### src/awd_pkg.sv
// shared types and constants for the alpha weighted 2x2 downsampler
// no dependencies; imported by every module of the block
`timescale 1ns / 1ps
`default_nettype none

package awd_pkg;

	localparam int ChanW     = 8;   // one color or alpha channel
	localparam int ProdW     = 16;  // channel times alpha
	localparam int SumW      = 18;  // sum of four products
	localparam int AlphaSumW = 10;  // sum of four alphas
	localparam int KeptW     = 3;   // count of kept pixels, 0..4
	localparam int Lanes     = 4;   // one lane per source pixel
	localparam int Colors    = 3;   // red, green, blue
	localparam int DivStages = 8;   // one quotient bit per stage

	localparam logic [ChanW-1:0] ThreshReset = 8'd100;

	// x / 3 as (x * 683) >> 11, exact for x below 2048
	localparam logic [AlphaSumW-1:0] Recip3      = 10'd683;
	localparam int                   Recip3Shift = 11;

	typedef struct packed {
		logic [31:0] pixel_top_left;
		logic [31:0] pixel_top_right;
		logic [31:0] pixel_bottom_left;
		logic [31:0] pixel_bottom_right;
	} pixel_block_t;

	typedef struct packed {
		logic [ChanW-1:0] out_red;
		logic [ChanW-1:0] out_green;
		logic [ChanW-1:0] out_blue;
		logic [ChanW-1:0] out_alpha;
	} result_t;

	// one lane's weighted contribution, zero when the pixel is skipped
	typedef struct packed {
		logic             keep;
		logic [ChanW-1:0] alpha;
		logic [ProdW-1:0] prod_r;
		logic [ProdW-1:0] prod_g;
		logic [ProdW-1:0] prod_b;
	} lane_t;

	typedef struct packed {
		logic [SumW-1:0]      sum_r;
		logic [SumW-1:0]      sum_g;
		logic [SumW-1:0]      sum_b;
		logic [AlphaSumW-1:0] sum_a;
		logic [KeptW-1:0]     kept;
	} merge_t;

endpackage

`default_nettype wire

### src/awd_lane.sv
// one pixel lane: alpha threshold test and the three color-times-alpha products
// depends on awd_pkg
`timescale 1ns / 1ps
`default_nettype none

module awd_lane
	import awd_pkg::*;
(
	input  wire logic             clk,
	input  wire logic [31:0]      pixel,
	input  wire logic [ChanW-1:0] threshold,
	output lane_t                 lane_s1
);

	logic [ChanW-1:0] red, green, blue, alpha;
	logic             keep;

	assign red   = pixel[31:24];
	assign green = pixel[23:16];
	assign blue  = pixel[15:8];
	assign alpha = pixel[7:0];
	assign keep  = (alpha >= threshold);

	// skipped pixels contribute nothing to the sums
	always_ff @(posedge clk) begin
		lane_s1.keep   <= keep;
		lane_s1.alpha  <= keep ? alpha : '0;
		lane_s1.prod_r <= keep ? ProdW'(red * alpha) : '0;
		lane_s1.prod_g <= keep ? ProdW'(green * alpha) : '0;
		lane_s1.prod_b <= keep ? ProdW'(blue * alpha) : '0;
	end

endmodule

`default_nettype wire

### src/awd_merge.sv
// merge stage: adds the four lane contributions and counts kept pixels
// depends on awd_pkg
`timescale 1ns / 1ps
`default_nettype none

module awd_merge
	import awd_pkg::*;
(
	input  wire logic  clk,
	input  wire lane_t lanes [Lanes],
	output merge_t     merge_s2
);

	merge_t sum;

	always_comb begin
		sum = '0;
		for (int i = 0; i < Lanes; i++) begin
			sum.sum_r = sum.sum_r + SumW'(lanes[i].prod_r);
			sum.sum_g = sum.sum_g + SumW'(lanes[i].prod_g);
			sum.sum_b = sum.sum_b + SumW'(lanes[i].prod_b);
			sum.sum_a = sum.sum_a + AlphaSumW'(lanes[i].alpha);
			sum.kept  = sum.kept + KeptW'(lanes[i].keep);
		end
	end

	always_ff @(posedge clk) begin
		merge_s2 <= sum;
	end

endmodule

`default_nettype wire

### src/awd_div.sv
// pipelined restoring divider: three color sums by the alpha sum, one
// quotient bit per stage, alpha average carried alongside; depends on awd_pkg
`timescale 1ns / 1ps
`default_nettype none

module awd_div
	import awd_pkg::*;
(
	input  wire logic                         clk,
	input  wire logic                         arst_n,
	input  wire logic                         in_valid,
	input  wire logic [Colors-1:0][SumW-1:0]  dividend,
	input  wire logic [AlphaSumW-1:0]         divisor,
	input  wire logic [ChanW-1:0]             tag_in,
	output logic                              out_valid,
	output logic [Colors-1:0][ChanW-1:0]      quotient,
	output logic [ChanW-1:0]                  tag_out
);

	logic                         vld_s [0:DivStages];
	logic [Colors-1:0][SumW-1:0]  rem_s [0:DivStages];
	logic [Colors-1:0][ChanW-1:0] quo_s [0:DivStages];
	logic [AlphaSumW-1:0]         dvs_s [0:DivStages];
	logic [ChanW-1:0]             tag_s [0:DivStages];

	assign vld_s[0] = in_valid;
	assign rem_s[0] = dividend;
	assign quo_s[0] = '0;
	assign dvs_s[0] = divisor;
	assign tag_s[0] = tag_in;

	// the weighted mean never exceeds 255, so the dividend stays below
	// divisor << 8 and eight steps give the whole quotient
	for (genvar i = 0; i < DivStages; i++) begin : g_stage
		localparam int Shift = DivStages - 1 - i;

		logic [Colors-1:0][SumW:0] trial;
		logic [Colors-1:0]         ge;

		always_comb begin
			for (int c = 0; c < Colors; c++) begin
				trial[c] = {1'b0, rem_s[i][c]}
					- ({{(SumW + 1 - AlphaSumW){1'b0}}, dvs_s[i]} << Shift);
				ge[c] = ~trial[c][SumW];
			end
		end

		always_ff @(posedge clk or negedge arst_n) begin
			if (!arst_n) begin
				vld_s[i+1] <= 1'b0;
			end else begin
				vld_s[i+1] <= vld_s[i];
			end
		end

		always_ff @(posedge clk) begin
			for (int c = 0; c < Colors; c++) begin
				rem_s[i+1][c] <= ge[c] ? trial[c][SumW-1:0] : rem_s[i][c];
				quo_s[i+1][c] <= {quo_s[i][c][ChanW-2:0], ge[c]};
			end
			dvs_s[i+1] <= dvs_s[i];
			tag_s[i+1] <= tag_s[i];
		end
	end

	// zero alpha sum only when nothing was kept or all kept alphas are zero
	assign out_valid = vld_s[DivStages];
	assign quotient  = (dvs_s[DivStages] == '0) ? '0 : quo_s[DivStages];
	assign tag_out   = tag_s[DivStages];

endmodule

`default_nettype wire

### src/alpha_weighted_2x2_downsample.sv
// top level of the alpha weighted 2x2 mipmap downsampler
// depends on awd_pkg, awd_lane, awd_merge, awd_div
`timescale 1ns / 1ps
`default_nettype none

// Takes one 2x2 block of RGBA8888 pixels per request and returns one pixel of
// the next mipmap level. A request is taken on every clock edge where start is
// high and busy is low; busy is high only in the first cycle after reset, so
// one request per cycle is sustained. Each result appears on result for exactly
// one cycle with done high. A request passes through the registered per-pixel
// lanes (threshold test and color-times-alpha multiplies), then the registered
// merge adder, then the pipelined divider that produces one quotient bit per
// stage. The receiver cannot stall the output, so it must take every done cycle.
// Results come out in request order. The alpha threshold is written through
// cfg_valid/cfg_data (cfg_ready is always high) and must only be changed while
// no request is in flight.
module alpha_weighted_2x2_downsample
	import awd_pkg::*;
(
	input  wire logic             clk,
	input  wire logic             arst_n,
	input  wire logic             start,
	output logic                  busy,
	input  wire pixel_block_t     pixels,
	output logic                  done,
	output result_t               result,
	input  wire logic             cfg_valid,
	output logic                  cfg_ready,
	input  wire logic [ChanW-1:0] cfg_data
);

	logic                 busy_q;
	logic [ChanW-1:0]     thresh_q;
	logic                 accept;
	logic                 vld_s1, vld_s2;
	logic [31:0]          pix [Lanes];
	lane_t                lanes_s1 [Lanes];
	merge_t               merge_s2;
	logic [ChanW-1:0]     alpha_avg;
	logic [2*AlphaSumW-1:0] third;
	logic [Colors-1:0][SumW-1:0]  dividend;
	logic [Colors-1:0][ChanW-1:0] quotient;
	logic [ChanW-1:0]     alpha_out;

	// no back pressure anywhere, so only reset holds requests off
	always_ff @(posedge clk or negedge arst_n) begin
		if (!arst_n) begin
			busy_q <= 1'b1;
		end else begin
			busy_q <= 1'b0;
		end
	end

	assign busy      = busy_q;
	assign accept    = start && !busy_q;
	assign cfg_ready = 1'b1;

	// threshold register
	always_ff @(posedge clk or negedge arst_n) begin
		if (!arst_n) begin
			thresh_q <= ThreshReset;
		end else if (cfg_valid && cfg_ready) begin
			thresh_q <= cfg_data;
		end
	end

	// valid flags for lane and merge stages
	always_ff @(posedge clk or negedge arst_n) begin
		if (!arst_n) begin
			vld_s1 <= 1'b0;
			vld_s2 <= 1'b0;
		end else begin
			vld_s1 <= accept;
			vld_s2 <= vld_s1;
		end
	end

	assign pix[0] = pixels.pixel_top_left;
	assign pix[1] = pixels.pixel_top_right;
	assign pix[2] = pixels.pixel_bottom_left;
	assign pix[3] = pixels.pixel_bottom_right;

	// one lane per source pixel
	for (genvar i = 0; i < Lanes; i++) begin : g_lane
		awd_lane u_lane (
			.clk       (clk),
			.pixel     (pix[i]),
			.threshold (thresh_q),
			.lane_s1   (lanes_s1[i])
		);
	end

	awd_merge u_merge (
		.clk      (clk),
		.lanes    (lanes_s1),
		.merge_s2 (merge_s2)
	);

	// mean alpha: divide by the kept count 1..4, thirds by reciprocal multiply
	assign third = {{AlphaSumW{1'b0}}, merge_s2.sum_a} * {{AlphaSumW{1'b0}}, Recip3};

	always_comb begin
		case (merge_s2.kept)
			3'd1:    alpha_avg = merge_s2.sum_a[ChanW-1:0];
			3'd2:    alpha_avg = merge_s2.sum_a[ChanW:1];
			3'd3:    alpha_avg = third[Recip3Shift+ChanW-1:Recip3Shift];
			3'd4:    alpha_avg = merge_s2.sum_a[ChanW+1:2];
			default: alpha_avg = '0;  // nothing kept
		endcase
	end

	assign dividend[0] = merge_s2.sum_r;
	assign dividend[1] = merge_s2.sum_g;
	assign dividend[2] = merge_s2.sum_b;

	// weighted color means; mean alpha rides along to stay aligned
	awd_div u_div (
		.clk       (clk),
		.arst_n    (arst_n),
		.in_valid  (vld_s2),
		.dividend  (dividend),
		.divisor   (merge_s2.sum_a),
		.tag_in    (alpha_avg),
		.out_valid (done),
		.quotient  (quotient),
		.tag_out   (alpha_out)
	);

	assign result.out_red   = quotient[0];
	assign result.out_green = quotient[1];
	assign result.out_blue  = quotient[2];
	assign result.out_alpha = alpha_out;

	// every accepted request comes back as a result
	a_latency: assert property (@(posedge clk) disable iff (!arst_n)
		accept |-> ##10 done)
		else $error("request did not produce a result after ten cycles");

	// no result without a matching request
	a_no_spurious: assert property (@(posedge clk) disable iff (!arst_n)
		done |-> $past(accept, 10))
		else $error("result without a request");

	// a kept set averages at or above the threshold
	a_alpha_floor: assert property (@(posedge clk) disable iff (!arst_n)
		done && (result.out_alpha != '0) |-> result.out_alpha >= thresh_q)
		else $error("mean alpha below threshold");

endmodule

`default_nettype wire

### config.mk
export PLATFORM = sky130hd
export DESIGN_NAME = alpha_weighted_2x2_downsample
export DESIGN_NICKNAME = d
export VERILOG_FILES = /design/src/awd_pkg.sv /design/src/awd_lane.sv /design/src/awd_merge.sv /design/src/awd_div.sv /design/src/alpha_weighted_2x2_downsample.sv
export SDC_FILE = /design/constraint.sdc
export NUM_CORES = 2
export LEC_CHECK = 0
export BUFFER_PORTS_ARGS = -buffer_cell sky130_fd_sc_hd__buf_2
export CORE_MARGIN = 4
export CORE_UTILIZATION = 60
export DETAILED_ROUTE_END_ITERATION = 7
export PLACE_DENSITY_LB_ADDON = 0.05
export SYNTH_ARGS = -nofsm -noshare
export SYNTH_HDL_FRONTEND = slang
export SYNTH_SLANG_ARGS = --single-unit
### constraint.sdc
create_clock -name clk -period 5.38 [get_ports clk]
set_input_delay 0.538 -clock clk [delete_from_list [all_inputs] [get_ports clk]]
set_output_delay 0.538 -clock clk [all_outputs]
set_load 0.02 [all_outputs]
# [Word-level counts from Yosys, hierarchy flattened]
# Index checks and enable logic that the tools add are counted.
[totals] regBits=944 output_inout_bits=35
[op_classes] add_sub_neg=39 n_mul=13 order_cmp=4 eq_ne=4 mux=23 bitwise_logic=24 reduce_logical=3
[ops] op="$mux W18" n=21
[ops] op="$mul A8 B8 Y16" n=12
[ops] op="$add A18 B16 Y18" n=6
[ops] op="$sub A18 B10 Y19" n=3
[ops] op="$sub A18 B11 Y19" n=3
[ops] op="$sub A18 B12 Y19" n=3
[ops] op="$sub A18 B13 Y19" n=3
[ops] op="$sub A18 B14 Y19" n=3
[ops] op="$sub A18 B15 Y19" n=3
[ops] op="$sub A18 B16 Y19" n=3
[ops] op="$sub A18 B17 Y19" n=3
[ops] op="$add A16 B16 Y17" n=3
[ops] op="$ge A8 B8 Y1" n=4
[ops] op="$pmux W8 S4" n=1
[ops] op="$mux W24" n=1
[ops] op="$not A1 Y1" n=24
[ops] op="$add A10 B8 Y10" n=2
[ops] op="$mul A10 B10 Y19 const B" n=1
[ops] op="$logic_not A10 Y1" n=1
[ops] op="$add A8 B8 Y9" n=1
[ops] op="$add A3 B1 Y3" n=2
[ops] op="$eq A3 B2 Y1 const B" n=2
[ops] op="$eq A3 B1 Y1 const B" n=1
[ops] op="$eq A3 B3 Y1 const B" n=1
[ops] op="3 further kinds" n=3

# [Longest topological paths before layout]
[logic_depth] ltp_word=3 ltp_mapped=21 ltp_nobuf=21

# [Modules after synthesis]
# A second synthesis with hierarchy kept.
[unflattened] cells_unflattened=7152 area_unflattened_um2=68064.0
[by_module_without_submodules] module="awd_div" n_inst=1 cells_per_inst=2749 area_each_um2=27119.8
[by_module_without_submodules] module="awd_lane (g_lane[2].u_lane ...)" n_inst=2 cells_per_inst=883 area_each_um2=7956.4
[by_module_without_submodules] module="awd_lane (g_lane[0].u_lane)" n_inst=1 cells_per_inst=880 area_each_um2=8041.5
[by_module_without_submodules] module="awd_lane (g_lane[1].u_lane)" n_inst=1 cells_per_inst=860 area_each_um2=7851.3
[by_module_without_submodules] module="awd_merge" n_inst=1 cells_per_inst=643 area_each_um2=6706.4
[by_module_without_submodules] module="alpha_weighted_2x2_downsample" n_inst=1 cells_per_inst=254 area_each_um2=2432.3

# [Worst setup path before layout]
# OpenSTA, ideal clock, no wires.
[synth_path] path_type="reg2reg" from="register u_div.dvs_s, in the netlist u_merge.merge_s2[4]" to="register u_div.tag_s[63] (netlist bit)" setup_ns=0.129 arrival_ns=4.327 path_slack_ns=0.923 path_stages_with_launch=17 period_less_slack_ns=4.457 path_cell_list="dfxtp_1 > ha_1 > inv_1 > fa_1 > fa_1 > inv_1 > fa_1 > ha_1 > ha_1 > and3_1 > a221oi_1 > o211ai_1 > a41oi_2 > o211ai_1 > a21oi_1 > xnor2_1 > o21ai_0"
[synth_between] elab_chain_cells=2
[synth_lines] item="start: declaration" line_no="awd_div.sv:23" text="logic [AlphaSumW-1:0] dvs_s [0:DivStages];"
[synth_lines] item="$mul A10 B10 Y19" line_no="alpha_weighted_2x2_downsample.sv:100" text="assign third = {{AlphaSumW{1'b0}}, merge_s2.sum_a} * {{AlphaSumW{1'b0}}, Recip3};"
[synth_lines] item="$pmux W8 S4" line_no="alpha_weighted_2x2_downsample.sv:103" text="case (merge_s2.kept)"
[synth_lines] item="named net alpha_avg[7]" line_no="alpha_weighted_2x2_downsample.sv:39" text="logic [ChanW-1:0] alpha_avg;"
[synth_lines] item="end signal: indexed assignment" line_no="awd_div.sv:62" text="tag_s[i+1] <= tag_s[i];"
[synth_lines] item="end: declaration" line_no="awd_div.sv:24" text="logic [ChanW-1:0] tag_s [0:DivStages];"
# The timed path passes the listed nets, and every way through them passes these cells.
# A chain may end at the register's enable or synchronous reset.

# [Final worst setup path]
[layout_path] from="register u_div.dvs_s, in the netlist u_merge.merge_s2[9]" to="register u_div.tag_s[63] (netlist bit)"
# Same word-level chain as after synthesis.

==> summary.md <==
| Metric | Value |
|---|---|
| CP required | 5.94 ns |
| Sw Ratio | 45.3% |
| Status | finished, final reports clean |
| RSZ-0062 raised after global routing | false |
| Post-route DRC | 0 |
| Pleak | 35.9 nW |
| Period utilisation layout | 91.8% |
| CTS Buf Count | 98 |
| H-tree depth | 3 |
| Vias in the first global route | 49300 |
| Full die area | 117000 um2 |
| Endpoints failing setup | 0 |
| Clock-pin slew on the worst setup and hold paths | 0.06 ns |
| CTS resizes | 0 |
| Avg Cell Area, Syn | 9.27 um2 |
| Final Max Slew Viols | 0 |
| Global Route Usage Sum | 27.7% |
| R2r startpoint | u_merge.merge_s2[9]$_DFF_P_ |
| Arrival @ worst endpoint | 5.50 ns |
| Area Overhead vs Synth | 8.86% |
| Setup tns final | 0 ns |
| Critical path class | flop to flop |
| Detail Placement HPWL | 130 mm |
| Hold WS | 0.0792 ns |
| Skew final | 0.0429 ns |
| Delay-heaviest family, CP | adder cells |
| Rows | 122 |
| Max VDD drop | 0.690 mV |
| Yosys warns | 0 |
| Critical path depth | 16 |
| Top FF cell, synth | dfxtp_1 |
| Wirelength, routed | 160 mm |
| Number of max-cap violations | 0 |
| Initial DRC count | 2520 |
| Die height | 341 um |
| Reg power frac | 23.5% |
| Syn_nets | 8746 |
| First-pass DRT Iterations | 7 |
| Clk Tree Root Cell | clkbuf_16 |
| Hold path cells | 3 |
| Vias per cell | 5.41 |
| Initial antenna violation count | 9 |
| Final GP Congestion | 0.888 |
| Synth Instances | 7194 |
| R2R depth | 16 |
| Post-DRT Antenna Nets | 0 |
| Starting Density | 60.4% |
| Setup crit start kind | flop |
| Number of synthesized flops with an enable pin | 0 |
| Comb power frac | 62.7% |
| Pin count of the biggest net entering global routing | 38 |
| CP peak stage delay | 0.63 ns |
| Die width | 341 um |
| Hold Vio Cnt, Final | 0 |
| Reg2Reg Setup Slack | 0.44 ns |
| Clock power share | 13.7% |
| GRT Residual Overflow | 0 |
| Max_slew headroom | 33.1% |
| Worst path slowest cell | dfxtp_1 |
| CP Max Fanout | 9 |
| IO Count | 175 |
| Register area share after synthesis | 28.5% |
| Post-synthesis instance area | 66700 um2 |
| Share of layout cells above drive strength 1 | 6.86% |
| IO buf count | 173 |
| DR vias | 48300 |
| Seq cells post-synth | 944 |
| F_max | 203 MHz |
| CP Buf/Inv Count | 2 |
| Hold_sp | cfg_data[6] |
| Worst-path cell chain | ha_1 > ha_1 > fa_1 > inv_1 > fa_1 > fa_1 > inv_1 > ha_1 > and3_1 > a221oi_1 > o211ai_1 > a41oi_2 > o211ai_1 > a21oi_1 > xnor2_1 > o21ai_0 |
| Core area | 111000 um2 |
| Worst setup EP type | flop |
| Dpl ws | 0.461 ns |
| Final worst slack | 0.444 ns |
| Internal | 0.0284 W |
| Net Switching | 0.0235 W |
| First-pass GRT wire length | 258 mm |
| Tot Pwr | 0.0519 W |
| Tmin final | 4.94 ns |
| CTS tree | yes |
| Clk sinks | 944 |
| Worst slew pin tran | 1.00 ns |
| HP Class | input port to flop |
| Max Root-Sink Buffers | 3 |
| Pwr Density | 715 nW/um2 |
| End of the worst hold path | thresh_q[6]$_DFFE_PN1P_ |
| Fin nets | 8912 |
| Clock network latency to the later pin of the worst-skew pair | 0.69 ns |
| Reg-to-Reg End | u_div.tag_s[63]$_DFF_P_ |
| Critical Path Source | u_merge.merge_s2[9]$_DFF_P_ |
| Post-synth cell types | 82 |
| Fraction of registers with async set/reset | 2.01% |
| Drt wl/cell | 17.9 um |
layout make-up:
cell class	count	area, um2
clock inverters	64	828
well taps	1488	1860
repair buffers	207	1120
flip-flops and latches	944	19000
diodes	2	5.00
multi-input cells	5027	43100
clock buffers	122	2660
fillers	9321	37900
inverters	1082	4060
what timing repair did:
| item | CTS | global route |
|---|---|---|
| setup buffers | 0 | 0 |
| hold buffers | 1 | 0 |
| hold endpoints to repair | 15 | 0 |
per-layer routing:
metal | wire length, um | vias to the layer above | track usage, %
met5 | 37 | - | 0
met4 | 7290 | 6 | 11.4
met3 | 5780 | 310 | 2.81
met2 | 80000 | 992 | 50.0
met1 | 66800 | 23300 | 33.8
li1 | - | 23600 | -
worst register-to-register path: cells and delay by family (launching register included):
| family | cells | cell delay, ns |
|---|---|---|
| xor+xnor | 1 | 0.14 |
| fa+ha+maj | 6 | 2.38 |
| flops | 1 | 0.63 |
| compound gates | 6 | 1.40 |
| buf+inv | 2 | 0.10 |
| simple gates | 1 | 0.19 |
cell usage after synthesis (all sizes together), types with 25 or more instances:
library cell,number,area share (%)
o211ai,25,0.29
buf,37,0.29
and2,498,4.7
o31ai,28,0.32
dfxtp,925,28
nor2b,108,1.0
ha,873,16
o21a,56,0.63
or3,46,0.43
nor2,395,2.2
a211oi,45,0.54
a21boi,42,0.47
nand2b,71,0.67
xor2,148,1.9
and3,31,0.29
nor3,156,1.2
a21o,119,1.3
inv,1082,6.1
mux2,78,1.3
mux2i,33,0.50
nand3,72,0.54
o21bai,26,0.29
nand2,648,3.6
fa,539,16
xnor2,224,2.9
clkbuf,104,0.59
o21ai,268,2.1
a21oi,284,2.1
placed cells by master (no fill, tap or decap), types with 41 or more instances in the layout:
cell type	synthesis	routed
and2_1	498	498
mux2_2	78	78
nand3_1	72	72
nand2_1	648	648
o21a_1	56	56
nor2_1	392	392
a21boi_0	41	41
dfxtp_1	925	925
fa_1	539	539
ha_1	873	873
xor2_1	148	148
nor2b_1	108	108
nand2b_1	71	71
buf_2	10	173
a21o_1	119	119
a21oi_1	284	284
o21ai_0	259	259
clkbuf_16	0	98
inv_1	1081	1081
nor3_1	155	155
xnor2_1	224	224
or3_1	46	46
stage by stage:
stage | utilization [%] | cell area, um2 | cells
after global routing | 65.7 | 72600 | 8936
after global placement | 62.5 | 69100 | 8747
after floorplan | - | 66700 | 7194
after CTS | 65.7 | 72600 | 8934
final | 65.7 | 72600 | 8936
after detailed placement | 62.5 | 69100 | 8747
how the worst max path moves through the flow:
stage	endpoint	slack, ns
floorplan	u_div.tag_s[63]$_DFF_P_	0.92
global placement	g_lane[2].u_lane.lane_s1[15]$_SDFF_PN0_	0.58
detailed placement	u_div.tag_s[63]$_DFF_P_	0.46
CTS	u_div.tag_s[63]$_DFF_P_	0.47
global route	u_div.tag_s[63]$_DFF_P_	0.19
finish	u_div.tag_s[63]$_DFF_P_	0.44
power groups by stage:
stage,clock (W),combinational (W),sequential (W)
after floorplan,0,0.0244,0.0115
after global placement,0,0.0317,0.0123
after detailed placement,0,0.0324,0.0124
after CTS,0.00727,0.0327,0.0122
after global routing,0.00755,0.0368,0.0125
final,0.00712,0.0326,0.0122
flip-flops by register name, summed over array words and instances (netlist names):
register,count
u_div.rem_s,378
vld_s1,1
u_div.dvs_s,80
u_div.tag_out,8
u_div.out_valid,1
u_merge.merge_s2,67
busy,1
vld_s2,1
thresh_q,8
u_div.vld_s,7
g_lane.u_lane.lane_s1,228
u_div.tag_s,56
u_div.quo_s,108
logic make-up after synthesis:
logic type / Yosys count / synth area share [%]
and+or+nand+nor: 2111 / 15.6
adders and majority gates: 1412 / 32.6
buffers and inverters: 1223 / 6.96
AOI/OAI and AO/OA: 1019 / 9.67
DFF: 944 / 28.5
xor gates and xnor gates: 372 / 4.88
muxes: 111 / 1.81
other: 2 / 0.0113
(Power assumes the default switching activity.)
